[src/hw/rtl/cs0u8_pkg.sv]
package cs0u8_pkg;

    localparam int BYTE_W   = 8;
    localparam int MAX_BEATS = 3;
    localparam int BEAT_W   = 2;

    // compression ids
    localparam logic [BYTE_W-1:0] ID_LATIN1 = 8'd8;
    localparam logic [BYTE_W-1:0] ID_UNIT16 = 8'd16;

    localparam logic [BYTE_W-1:0] LEAD2     = 8'hC0;
    localparam logic [BYTE_W-1:0] LEAD3     = 8'hE0;
    localparam logic [BYTE_W-1:0] CONT      = 8'h80;
    localparam logic [15:0]       ONE_LIMIT = 16'h0080;
    localparam logic [15:0]       TWO_LIMIT = 16'h0800;

    typedef enum logic [1:0] {
        MODE_RAW   = 2'd0,
        MODE_LATIN = 2'd1,
        MODE_UNIT  = 2'd2
    } mode_t;

    // one input item's worth of results, waiting to be sent out one beat a cycle while res_ready does not stall
    typedef struct packed {
        logic [MAX_BEATS-1:0][BYTE_W-1:0] bytes;
        logic [BEAT_W-1:0]                last_idx;
        logic                             byte_ok;
        logic                             str_end;
    } group_t;

endpackage

[src/hw/rtl/cs0u8_decode.sv]
module cs0u8_decode
(
    input  logic                        clk,
    input  logic                        rst_n,
    input  logic                        take,
    input  logic [cs0u8_pkg::BYTE_W-1:0] data_byte,
    input  logic                        is_first,
    input  logic                        is_last,
    output logic                        has_result,
    output cs0u8_pkg::group_t           grp
);

    cs0u8_pkg::mode_t               mode_reg, mode_next;
    logic                           high_held_reg, high_held_next;
    logic [cs0u8_pkg::BYTE_W-1:0]   high_byte_reg, high_byte_next;

    logic [15:0]                    unit;
    logic [cs0u8_pkg::BEAT_W-1:0]   n;

    assign unit = {high_byte_reg, data_byte};

    always_comb
    begin
        n = '0;
        grp.bytes = '0;
        if (is_first)
        begin
            if (data_byte != cs0u8_pkg::ID_LATIN1 && data_byte != cs0u8_pkg::ID_UNIT16)
            begin
                grp.bytes[0] = data_byte;
                n = 2'd1;
            end
        end
        else
        begin
            case (mode_reg)
                cs0u8_pkg::MODE_LATIN:
                begin
                    if (!data_byte[7])
                    begin
                        grp.bytes[0] = data_byte;
                        n = 2'd1;
                    end
                    else
                    begin
                        grp.bytes[0] = cs0u8_pkg::LEAD2 | {6'd0, data_byte[7:6]};
                        grp.bytes[1] = cs0u8_pkg::CONT | {2'd0, data_byte[5:0]};
                        n = 2'd2;
                    end
                end
                cs0u8_pkg::MODE_UNIT:
                begin
                    if (high_held_reg)
                    begin
                        if (unit < cs0u8_pkg::ONE_LIMIT)
                        begin
                            grp.bytes[0] = unit[7:0];
                            n = 2'd1;
                        end
                        else if (unit < cs0u8_pkg::TWO_LIMIT)
                        begin
                            grp.bytes[0] = cs0u8_pkg::LEAD2 | {3'd0, unit[10:6]};
                            grp.bytes[1] = cs0u8_pkg::CONT | {2'd0, unit[5:0]};
                            n = 2'd2;
                        end
                        else
                        begin
                            grp.bytes[0] = cs0u8_pkg::LEAD3 | {4'd0, unit[15:12]};
                            grp.bytes[1] = cs0u8_pkg::CONT | {2'd0, unit[11:6]};
                            grp.bytes[2] = cs0u8_pkg::CONT | {2'd0, unit[5:0]};
                            n = 2'd3;
                        end
                    end
                end
                default:
                begin
                    grp.bytes[0] = data_byte;
                    n = 2'd1;
                end
            endcase
        end

        // a last item with nothing to say still closes the string with a marker
        has_result   = (n != '0) || is_last;
        grp.byte_ok  = (n != '0);
        grp.str_end  = is_last;
        grp.last_idx = (n == '0) ? '0 : n - 2'd1;
    end

    always_comb
    begin
        mode_next      = mode_reg;
        high_held_next = high_held_reg;
        high_byte_next = high_byte_reg;
        if (is_first)
        begin
            high_held_next = 1'b0;
            high_byte_next = '0;
            if (data_byte == cs0u8_pkg::ID_LATIN1)
                mode_next = cs0u8_pkg::MODE_LATIN;
            else if (data_byte == cs0u8_pkg::ID_UNIT16)
                mode_next = cs0u8_pkg::MODE_UNIT;
            else
                mode_next = cs0u8_pkg::MODE_RAW;
        end
        else if (mode_reg == cs0u8_pkg::MODE_UNIT)
        begin
            if (!high_held_reg)
            begin
                high_byte_next = data_byte;
                high_held_next = 1'b1;
            end
            else
            begin
                high_byte_next = '0;
                high_held_next = 1'b0;
            end
        end
        if (is_last)
        begin
            high_held_next = 1'b0;
            high_byte_next = '0;
        end
    end

    always_ff @(posedge clk or negedge rst_n)
    begin
        if (!rst_n)
        begin
            mode_reg      <= cs0u8_pkg::MODE_RAW;
            high_held_reg <= 1'b0;
            high_byte_reg <= '0;
        end
        else if (take)
        begin
            mode_reg      <= mode_next;
            high_held_reg <= high_held_next;
            high_byte_reg <= high_byte_next;
        end
    end

endmodule

[src/hw/rtl/cs0u8_serial.sv]
module cs0u8_serial
(
    input  logic                         clk,
    input  logic                         rst_n,
    input  logic                         load,
    input  cs0u8_pkg::group_t            grp_in,
    output logic                         can_load,
    output logic                         res_valid,
    input  logic                         res_ready,
    output logic [cs0u8_pkg::BYTE_W-1:0] out_byte,
    output logic                         out_valid,
    output logic                         run_last,
    output logic                         string_end
);

    cs0u8_pkg::group_t              grp_reg;
    logic                           grp_vld_reg;
    logic [cs0u8_pkg::BEAT_W-1:0]   idx_reg;

    logic                           res_valid_reg;
    logic [cs0u8_pkg::BYTE_W-1:0]   out_byte_reg;
    logic                           out_valid_reg;
    logic                           run_last_reg;
    logic                           string_end_reg;

    logic                           move;
    logic                           grp_last;

    assign move     = grp_vld_reg && (!res_valid_reg || res_ready);
    assign grp_last = (idx_reg == grp_reg.last_idx);
    assign can_load = !grp_vld_reg || (move && grp_last);

    always_ff @(posedge clk or negedge rst_n)
    begin
        if (!rst_n)
        begin
            grp_vld_reg <= 1'b0;
            idx_reg     <= '0;
        end
        else if (load)
        begin
            grp_vld_reg <= 1'b1;
            idx_reg     <= '0;
        end
        else if (move)
        begin
            if (grp_last)
                grp_vld_reg <= 1'b0;
            else
                idx_reg <= idx_reg + 2'd1;
        end
    end

    always_ff @(posedge clk)
    begin
        if (load)
            grp_reg <= grp_in;
    end

    always_ff @(posedge clk or negedge rst_n)
    begin
        if (!rst_n)
            res_valid_reg <= 1'b0;
        else if (move)
            res_valid_reg <= 1'b1;
        else if (res_ready)
            res_valid_reg <= 1'b0;
    end

    always_ff @(posedge clk)
    begin
        if (move)
        begin
            out_byte_reg   <= grp_reg.bytes[idx_reg];
            out_valid_reg  <= grp_reg.byte_ok;
            run_last_reg   <= grp_last;
            string_end_reg <= grp_last && grp_reg.str_end;
        end
    end

    assign res_valid  = res_valid_reg;
    assign out_byte   = out_byte_reg;
    assign out_valid  = out_valid_reg;
    assign run_last   = run_last_reg;
    assign string_end = string_end_reg;

endmodule

[src/hw/rtl/cs0_dstring_to_utf8_core.sv]
// CS0 dstring to UTF-8 converter, one dstring byte per input item. Flag the
// compression id with is_first and the last used byte with is_last. Each item
// gives zero to three result beats, sent one a cycle through the single result
// port, which sets the rate while res_ready does not stall it. A new item is
// taken only when no beats are pending or as the last pending beat moves out;
// a 16-bit unit's high byte gives no beat and its low byte up to three. The
// first beat of an item passes the group register and then the output register;
// run_last marks the final beat of an item and string_end the beat closing the
// string (a marker beat with out_valid low if the last byte gave none).
module cs0_dstring_to_utf8_core
(
    input  logic                         clk,
    input  logic                         rst_n,
    input  logic                         in_valid,
    output logic                         in_ready,
    input  logic [cs0u8_pkg::BYTE_W-1:0] data_byte,
    input  logic                         is_first,
    input  logic                         is_last,
    output logic                         res_valid,
    input  logic                         res_ready,
    output logic [cs0u8_pkg::BYTE_W-1:0] out_byte,
    output logic                         out_valid,
    output logic                         run_last,
    output logic                         string_end
);

    logic               take;
    logic               has_result;
    logic               can_load;
    cs0u8_pkg::group_t  grp;

    assign in_ready = can_load;
    assign take     = in_valid && can_load;

    cs0u8_decode u_decode
    (
        .clk        (clk),
        .rst_n      (rst_n),
        .take       (take),
        .data_byte  (data_byte),
        .is_first   (is_first),
        .is_last    (is_last),
        .has_result (has_result),
        .grp        (grp)
    );

    cs0u8_serial u_serial
    (
        .clk        (clk),
        .rst_n      (rst_n),
        .load       (take && has_result),
        .grp_in     (grp),
        .can_load   (can_load),
        .res_valid  (res_valid),
        .res_ready  (res_ready),
        .out_byte   (out_byte),
        .out_valid  (out_valid),
        .run_last   (run_last),
        .string_end (string_end)
    );

endmodule
[config.mk]
export PLATFORM = sky130hd
export DESIGN_NAME = cs0_dstring_to_utf8_core
export DESIGN_NICKNAME = d
export VERILOG_FILES = /design/src/hw/rtl/cs0u8_pkg.sv /design/src/hw/rtl/cs0u8_decode.sv /design/src/hw/rtl/cs0u8_serial.sv /design/src/hw/rtl/cs0_dstring_to_utf8_core.sv
export SDC_FILE = /design/constraint.sdc
export NUM_CORES = 1
export LEC_CHECK = 0
export ABC_AREA = 1
export ABC_CLOCK_PERIOD_IN_PS = 4100
export BUFFER_PORTS_ARGS = -buffer_cell sky130_fd_sc_hd__buf_2
export CORE_MARGIN = 8
export CORE_UTILIZATION = 47
export DETAILED_ROUTE_END_ITERATION = 10
export PLACE_DENSITY = 0.75
export SLEW_MARGIN = 5
export SYNTH_ARGS = -nofsm -noshare
export SYNTH_HDL_FRONTEND = slang
export SYNTH_SLANG_ARGS = --single-unit
[constraint.sdc]
create_clock -name clk -period 4.1 [get_ports clk]
set_input_delay 0.41 -clock clk [delete_from_list [all_inputs] [get_ports clk]]
set_output_delay 0.41 -clock clk [all_outputs]
set_load 0.05 [all_outputs]
==> results.sh, run 1 <==
export IMPL_clk_latency_ns=0.31
export IMPL_synthToLayoutAreaGrowth_pct=9.63
export IMPL_drc_errors=0
export IMPL_muxShareOfSynthArea=0
export IMPL_worst_pin_slew_ns=1.24
export IMPL_cp_depth=9
export IMPL_p_clk_frac=0.183
export IMPL_worstSetupStartpoint="u_decode.high_byte_reg[4]"
export IMPL_fmax_mhz=321
export IMPL_path_buf_inv=1
export IMPL_cpPeakStageDelay_ns=0.96
export IMPL_cts_hold_fix_buffers=0
export IMPL_layout_common_cells="nand2_1, nor2_1, edfxtp_1"
export IMPL_cp_end_kind="register"
export IMPL_p_sw_mw=0.863
export IMPL_finalHoldViolCount=15
export IMPL_fin_area_mm2=0.00303
export IMPL_ctsResizeCount=0
export IMPL_peakVddDrop_v=0.000361
export IMPL_start_util=0.476
export IMPL_seq_area_frac_synth=0.537
export IMPL_numClockSinks=52
export IMPL_post_cts_buffers=0
export IMPL_overflow=0
export IMPL_reg2reg_slack_ns=0.99
export IMPL_grtUsageTotal=0.148
export IMPL_viasPerCell=5.26
export IMPL_clk_pin_slew_ns=0.10
export IMPL_p_sw_frac=0.425
export IMPL_finalCriticalPeriod_ns=3.11
export IMPL_cts_tree="done"
export IMPL_fin_crit_sh=0.759
export IMPL_min_path_type="input pin to asynchronous set/reset pin"
export IMPL_synth_seq_cells=52
export IMPL_internal_power_mw=1.17
export IMPL_numCtsBuffers=5
export IMPL_worstPathArrival_ns=3.04
export IMPL_worst_path_max_fanout=27
export IMPL_crit_required_ns=4.03
export IMPL_crit_top_cell="nor2_1"
export IMPL_htreeDepth=2
export IMPL_timing_rr_start="u_decode.high_byte_reg[4]"
export IMPL_setup_tns_ns=0
export IMPL_synth_xor_area_frac=0.0149
export IMPL_final_common_cell="nand2_1"
export IMPL_cpLargestDelayFamily="simple AND/OR/NAND/NOR gates"
export IMPL_ios=27
export IMPL_fp_dieH_um=92.7
export IMPL_place_gp_congestion=1.00
export IMPL_die_area_mm2=0.00860
export IMPL_seqPwrFrac=0.424
export IMPL_diodes=0
export IMPL_cap_violations=0
export IMPL_grt_pass1_vias=2118
export IMPL_crit_type="register to register"
export IMPL_cts_root_buf="clkbuf_8"
export IMPL_nets=354
export IMPL_skew_ns=0.00742
export IMPL_slew_violations=0
export IMPL_die_x_um=92.7
export IMPL_start_kind="register"
export IMPL_status="finished with violations"
export IMPL_endpoint="u_serial.grp_reg[21]"
export IMPL_p_leak_nw=1.35
export IMPL_synth_area_per_cell_um2=8.73
export IMPL_p_comb_frac=0.393
export IMPL_syn_inst=317
export IMPL_synth_top_family_by_area="simple AND/OR/NAND/NOR gates"
export IMPL_drt_iter0_drc=189
export IMPL_cp_slowest_cell="nor2_2"
export IMPL_cp_cell_sequence="nor2_1, nand3_1, nor2_1, nor2_1, o21ai_1, ha_1, inv_1, nor2_1, nor2_2"
export IMPL_max_slew_margin_rel=0.171
export IMPL_reg2reg_depth=9
export IMPL_core_mm2=0.00582
export IMPL_vias=2171
export IMPL_rsz0062_at_grt="false"
export IMPL_largest_reg_flops=26
export IMPL_grt_antenna_before_repair=0
export IMPL_grt_pass1_wl_um=10200
export IMPL_firstDrtPassIters=5
export IMPL_ys_warn_count=0
export IMPL_setup_viol=0
export IMPL_placementRows=28
export IMPL_drive_gt1_frac=0.136
export IMPL_synthesis_area_mm2=0.00277
export IMPL_ys_types=31
export IMPL_clk_path_buf_depth=2
export IMPL_wl_um=6020
export IMPL_holdWs_ns=-0.0119
export IMPL_dpl_hpwl_um=4680
export IMPL_reg2reg_to="u_serial.grp_reg[21]"
export IMPL_synth_compound_area_share=0.0764
export IMPL_antenna_left=0
export IMPL_violations="hold timing"
export IMPL_yosys_area_share_simple=0.278
export IMPL_syn_num_nets=334
export IMPL_place_area_mm2=0.00291
export IMPL_wl_per_cell_um=14.6
export IMPL_io_buffers=26
export IMPL_synthAdderAreaFrac=0.0136
export IMPL_grt_max_degree=28
export IMPL_power_density_mw_per_mm2=669
[area by class of cell]
cell class / instances / area (µm²)
Clock buffer: 6 / 82.6
Tap cell: 75 / 93.8
Fill cell: 562 / 2780
Timing Repair Buffer: 27 / 138
Clock inverter: 2 / 38.8
Inverter: 36 / 135
Multi-Input combinational cell: 215 / 1060
Sequential cell: 52 / 1490
[worst register-to-register path: stages (launching register included)]
cell     delay (ns)
dfrtp_1        0.37
nor2_1         0.07
nand3_1        0.35
nor2_1         0.16
nor2_1         0.28
o21ai_1        0.18
ha_1           0.24
inv_1          0.08
nor2_1         0.06
nor2_2         0.96
[power by group through the flow]
| stage | clock, mW | combinational, mW | sequential, mW |
|---|---|---|---|
| 2_1_floorplan | 0 | 0.518 | 1.01 |
| 3_3_place_gp | 0 | 0.789 | 0.869 |
| 3_5_place_dp | 0 | 0.804 | 0.875 |
| 4_1_cts | 0.376 | 0.806 | 0.863 |
| 5_1_grt | 0.393 | 0.877 | 0.884 |
| 6_report | 0.371 | 0.798 | 0.860 |
[metrics by stage]
stage	hold WS, ns	setup WS (ns)	total power [mW]	util	cells
floorplan	0.114	1.42	1.53	-	317
global placement	0.333	1.06	1.66	0.501	405
detailed placement	0.335	0.996	1.68	0.501	405
CTS	0.00209	0.986	2.04	0.522	413
global route	0.0148	0.641	2.15	0.522	413
finish	-0.0119	0.990	2.03	0.522	413
[cells by family (layout without fill, tap and decap cells)]
family | Yosys count | after routing
AND/OR/NAND/NOR | 174 | 174
flip-flops | 52 | 52
buffers and inverters | 50 | 71
AO/OA/AOI/OAI | 35 | 35
adder cells (fa/ha/maj) | 3 | 3
XOR/XNOR | 3 | 3
[per-layer routing]
metal / track usage / share of wire
met1: 0.179 / 0.43
met2: 0.252 / 0.49
met3: 0.0332 / 0.066
met4: 0.0510 / 0.019
met5: 0 / 0
[synth_stat cells (all sizes together)]
cell type  instances  share of area
nand2             76           0.10
nor2              45          0.062
edfxtp            37           0.40
inv               36          0.049
nand3             27          0.053
dfrtp             15           0.14
nand4             13          0.029
o21ai             13          0.028
a21oi             12          0.022
buf               10          0.026
nor4               8          0.018
o31ai              7          0.019
clkbuf             4         0.0054
ha                 3          0.014
nor3               2         0.0036
o21bai             2         0.0054
or2                2         0.0045
xnor2              2          0.012
nand3b             1         0.0027
o211ai             1         0.0027
xor2               1         0.0032
[how the worst min path moves through the flow]
stage | start | to | slack (ns) | cells past startpoint
after floorplan | rst_n | u_decode.high_byte_reg[0] | 0.11 | 0
after global placement | rst_n | u_decode.high_byte_reg[5] | 0.33 | 1
after detailed placement | rst_n | u_decode.high_byte_reg[5] | 0.34 | 1
after CTS | rst_n | u_serial.res_valid | 0.002 | 1
after global routing | rst_n | u_serial.res_valid | 0.01 | 1
final | rst_n | u_serial.res_valid | -0.01 | 1
(Power assumes the default switching activity.)
==> run 2, diff against run 1 <==
--- a/config.mk
+++ b/config.mk
@@ -6,7 +6,7 @@
 export NUM_CORES = 1
 export LEC_CHECK = 0
 export ABC_AREA = 1
-export ABC_CLOCK_PERIOD_IN_PS = 4100
+export ABC_CLOCK_PERIOD_IN_PS = 3200
 export BUFFER_PORTS_ARGS = -buffer_cell sky130_fd_sc_hd__buf_2
 export CORE_MARGIN = 8
 export CORE_UTILIZATION = 47
==> constraint.sdc (replaced) <==
create_clock -name clk -period 3.2 [get_ports clk]
set_input_delay 0.32 -clock clk [delete_from_list [all_inputs] [get_ports clk]]
set_output_delay 0.32 -clock clk [all_outputs]
set_load 0.05 [all_outputs]
==> results.sh, run 2 (synthesis results as in run 1) <==
export IMPL_status="finished clean"
export IMPL_fin_total_pwr_mw=2.53
export IMPL_cpPeakStageDelay_ns=0.57
export IMPL_start_util=0.476
export IMPL_vias=2180
export IMPL_rsz0062_at_grt="false"
export IMPL_dp_slack_ns=0.266
export IMPL_final_common_cell="nand2_1"
export IMPL_setup_slack_ns=0.595
export IMPL_p_clk_frac=0.149
export IMPL_setup_tns_ns=0
export IMPL_clk_pin_slew_ns=0.10
export IMPL_finalCriticalPeriod_ns=2.60
export IMPL_slew_violations=0
export IMPL_clk_latency_ns=0.30
export IMPL_worst_path_max_fanout=27
export IMPL_largest_reg_flops=26
export IMPL_finalHoldViolCount=0
export IMPL_holdWs_ns=0.278
export IMPL_viasPerCell=5.22
export IMPL_skew_ns=0.00555
export IMPL_drc_errors=0
export IMPL_worstPathArrival_ns=2.55
export IMPL_die_area_mm2=0.00860
export IMPL_place_gp_congestion=0.944
export IMPL_placementRows=28
export IMPL_cp_cell_sequence="inv_1, ha_1, nor2_1, o21ai_1, ha_1, inv_1, nor2_1, nor2_4"
export IMPL_clk_path_buf_depth=2
export IMPL_numCtsBuffers=5
export IMPL_synthToLayoutAreaGrowth_pct=10.1
export IMPL_seqPwrFrac=0.437
export IMPL_die_x_um=92.7
export IMPL_crit_required_ns=3.14
export IMPL_crit_type="register to register"
export IMPL_cp_end_kind="register"
export IMPL_worst_pin_slew_ns=0.702
export IMPL_max_slew_margin_rel=0.531
export IMPL_overflow=0
export IMPL_nets=359
export IMPL_cts_root_buf="clkbuf_8"
export IMPL_diodes=0
export IMPL_post_cts_buffers=0
export IMPL_grt_antenna_before_repair=0
export IMPL_dpl_hpwl_um=4640
export IMPL_io_buffers=26
export IMPL_grt_pass1_vias=2082
export IMPL_core_mm2=0.00582
export IMPL_start_kind="register"
export IMPL_grt_max_degree=28
export IMPL_layout_common_cells="nand2_1, nor2_1, edfxtp_1"
export IMPL_drive_gt1_frac=0.143
export IMPL_setup_viol=0
export IMPL_htreeDepth=2
export IMPL_drt_iter0_drc=170
export IMPL_fin_crit_sh=0.814
export IMPL_min_path_type="input pin to register"
export IMPL_p_comb_frac=0.414
export IMPL_p_sw_mw=1.11
export IMPL_fmax_mhz=384
export IMPL_path_buf_inv=2
export IMPL_cap_violations=0
export IMPL_wl_per_cell_um=14.7
export IMPL_wl_um=6150
export IMPL_cpLargestDelayFamily="simple AND/OR/NAND/NOR gates"
export IMPL_ios=27
export IMPL_internal_power_mw=1.42
export IMPL_final_util=0.524
export IMPL_fp_dieH_um=92.7
export IMPL_power_density_mw_per_mm2=831
export IMPL_antenna_left=0
export IMPL_cts_tree="done"
export IMPL_peakVddDrop_v=0.000426
export IMPL_grt_pass1_wl_um=10100
export IMPL_p_leak_nw=1.35
export IMPL_numClockSinks=52
export IMPL_p_sw_frac=0.439
export IMPL_firstDrtPassIters=4
export IMPL_grtUsageTotal=0.146
export IMPL_cp_slowest_cell="nor2_4"
run 2: path summary, 6_finish.rpt:
kind | slack [ns] | cells after the start | from | to
worst max-delay path | 0.60 | 8 | u_decode.mode_reg[0] | u_serial.grp_reg[12]
worst min-delay path | 0.28 | 4 | res_ready | u_serial.res_valid
worst max register to register | 0.60 | 8 | u_decode.mode_reg[0] | u_serial.grp_reg[12]
worst min register to register | 0.44 | 0 | u_serial.grp_reg[1] | u_serial.out_valid
max in group asynchronous | 2.50 | 2 | rst_n | u_decode.mode_reg[1]
min in group asynchronous | 0.45 | 2 | rst_n | u_decode.high_byte_reg[3]
run 2: timing repair:
action	CTS	global route
hold buffers	1	0
resized for setup	0	1
endpoints found under the setup margin	0	26
hold endpoints to repair	15	0
run 2: power by group through the flow:
stage | combinational (mW) | sequential [mW] | clock (mW)
floorplan | 0.664 | 1.30 | 0
global placement | 1.04 | 1.12 | 0
detailed placement | 1.05 | 1.12 | 0
CTS | 1.05 | 1.11 | 0.384
global route | 1.15 | 1.13 | 0.410
finish | 1.05 | 1.10 | 0.378
run 2: final cells by class:
class / count / area, µm²
Fill cell: 573 / 2770
Sequential cell: 52 / 1490
Multi-Input combinational cell: 215 / 1060
Timing Repair Buffer: 32 / 178
Inverter: 36 / 135
Tap cell: 75 / 93.8
Clock buffer: 6 / 72.6
Clock inverter: 2 / 16.3
run 2: layer usage:
metal | part of all wire | up-vias | routed length (µm) | global-route usage
met5 | 0 | - | 0 | 0
met4 | 0.020 | 0 | 125 | 0.0591
met3 | 0.066 | 12 | 409 | 0.0283
met2 | 0.47 | 78 | 2900 | 0.240
met1 | 0.44 | 976 | 2720 | 0.186
li1 | - | 1114 | - | -
run 2: through the flow:
stage	cell area, µm²	cells
after floorplan	2770	317
after global placement	2940	409
after detailed placement	2940	409
after CTS	3040	418
after global routing	3050	418
final	3050	418
run 2: worst reg2reg max path, delay by kind of cell (launching register included):
family / cells / cell delay, ns
buffers and inverters: 2 / 0.14
AO/OA/AOI/OAI: 1 / 0.19
adder cells (fa/ha/maj): 2 / 0.65
flip-flops: 1 / 0.38
AND/OR/NAND/NOR: 3 / 0.87
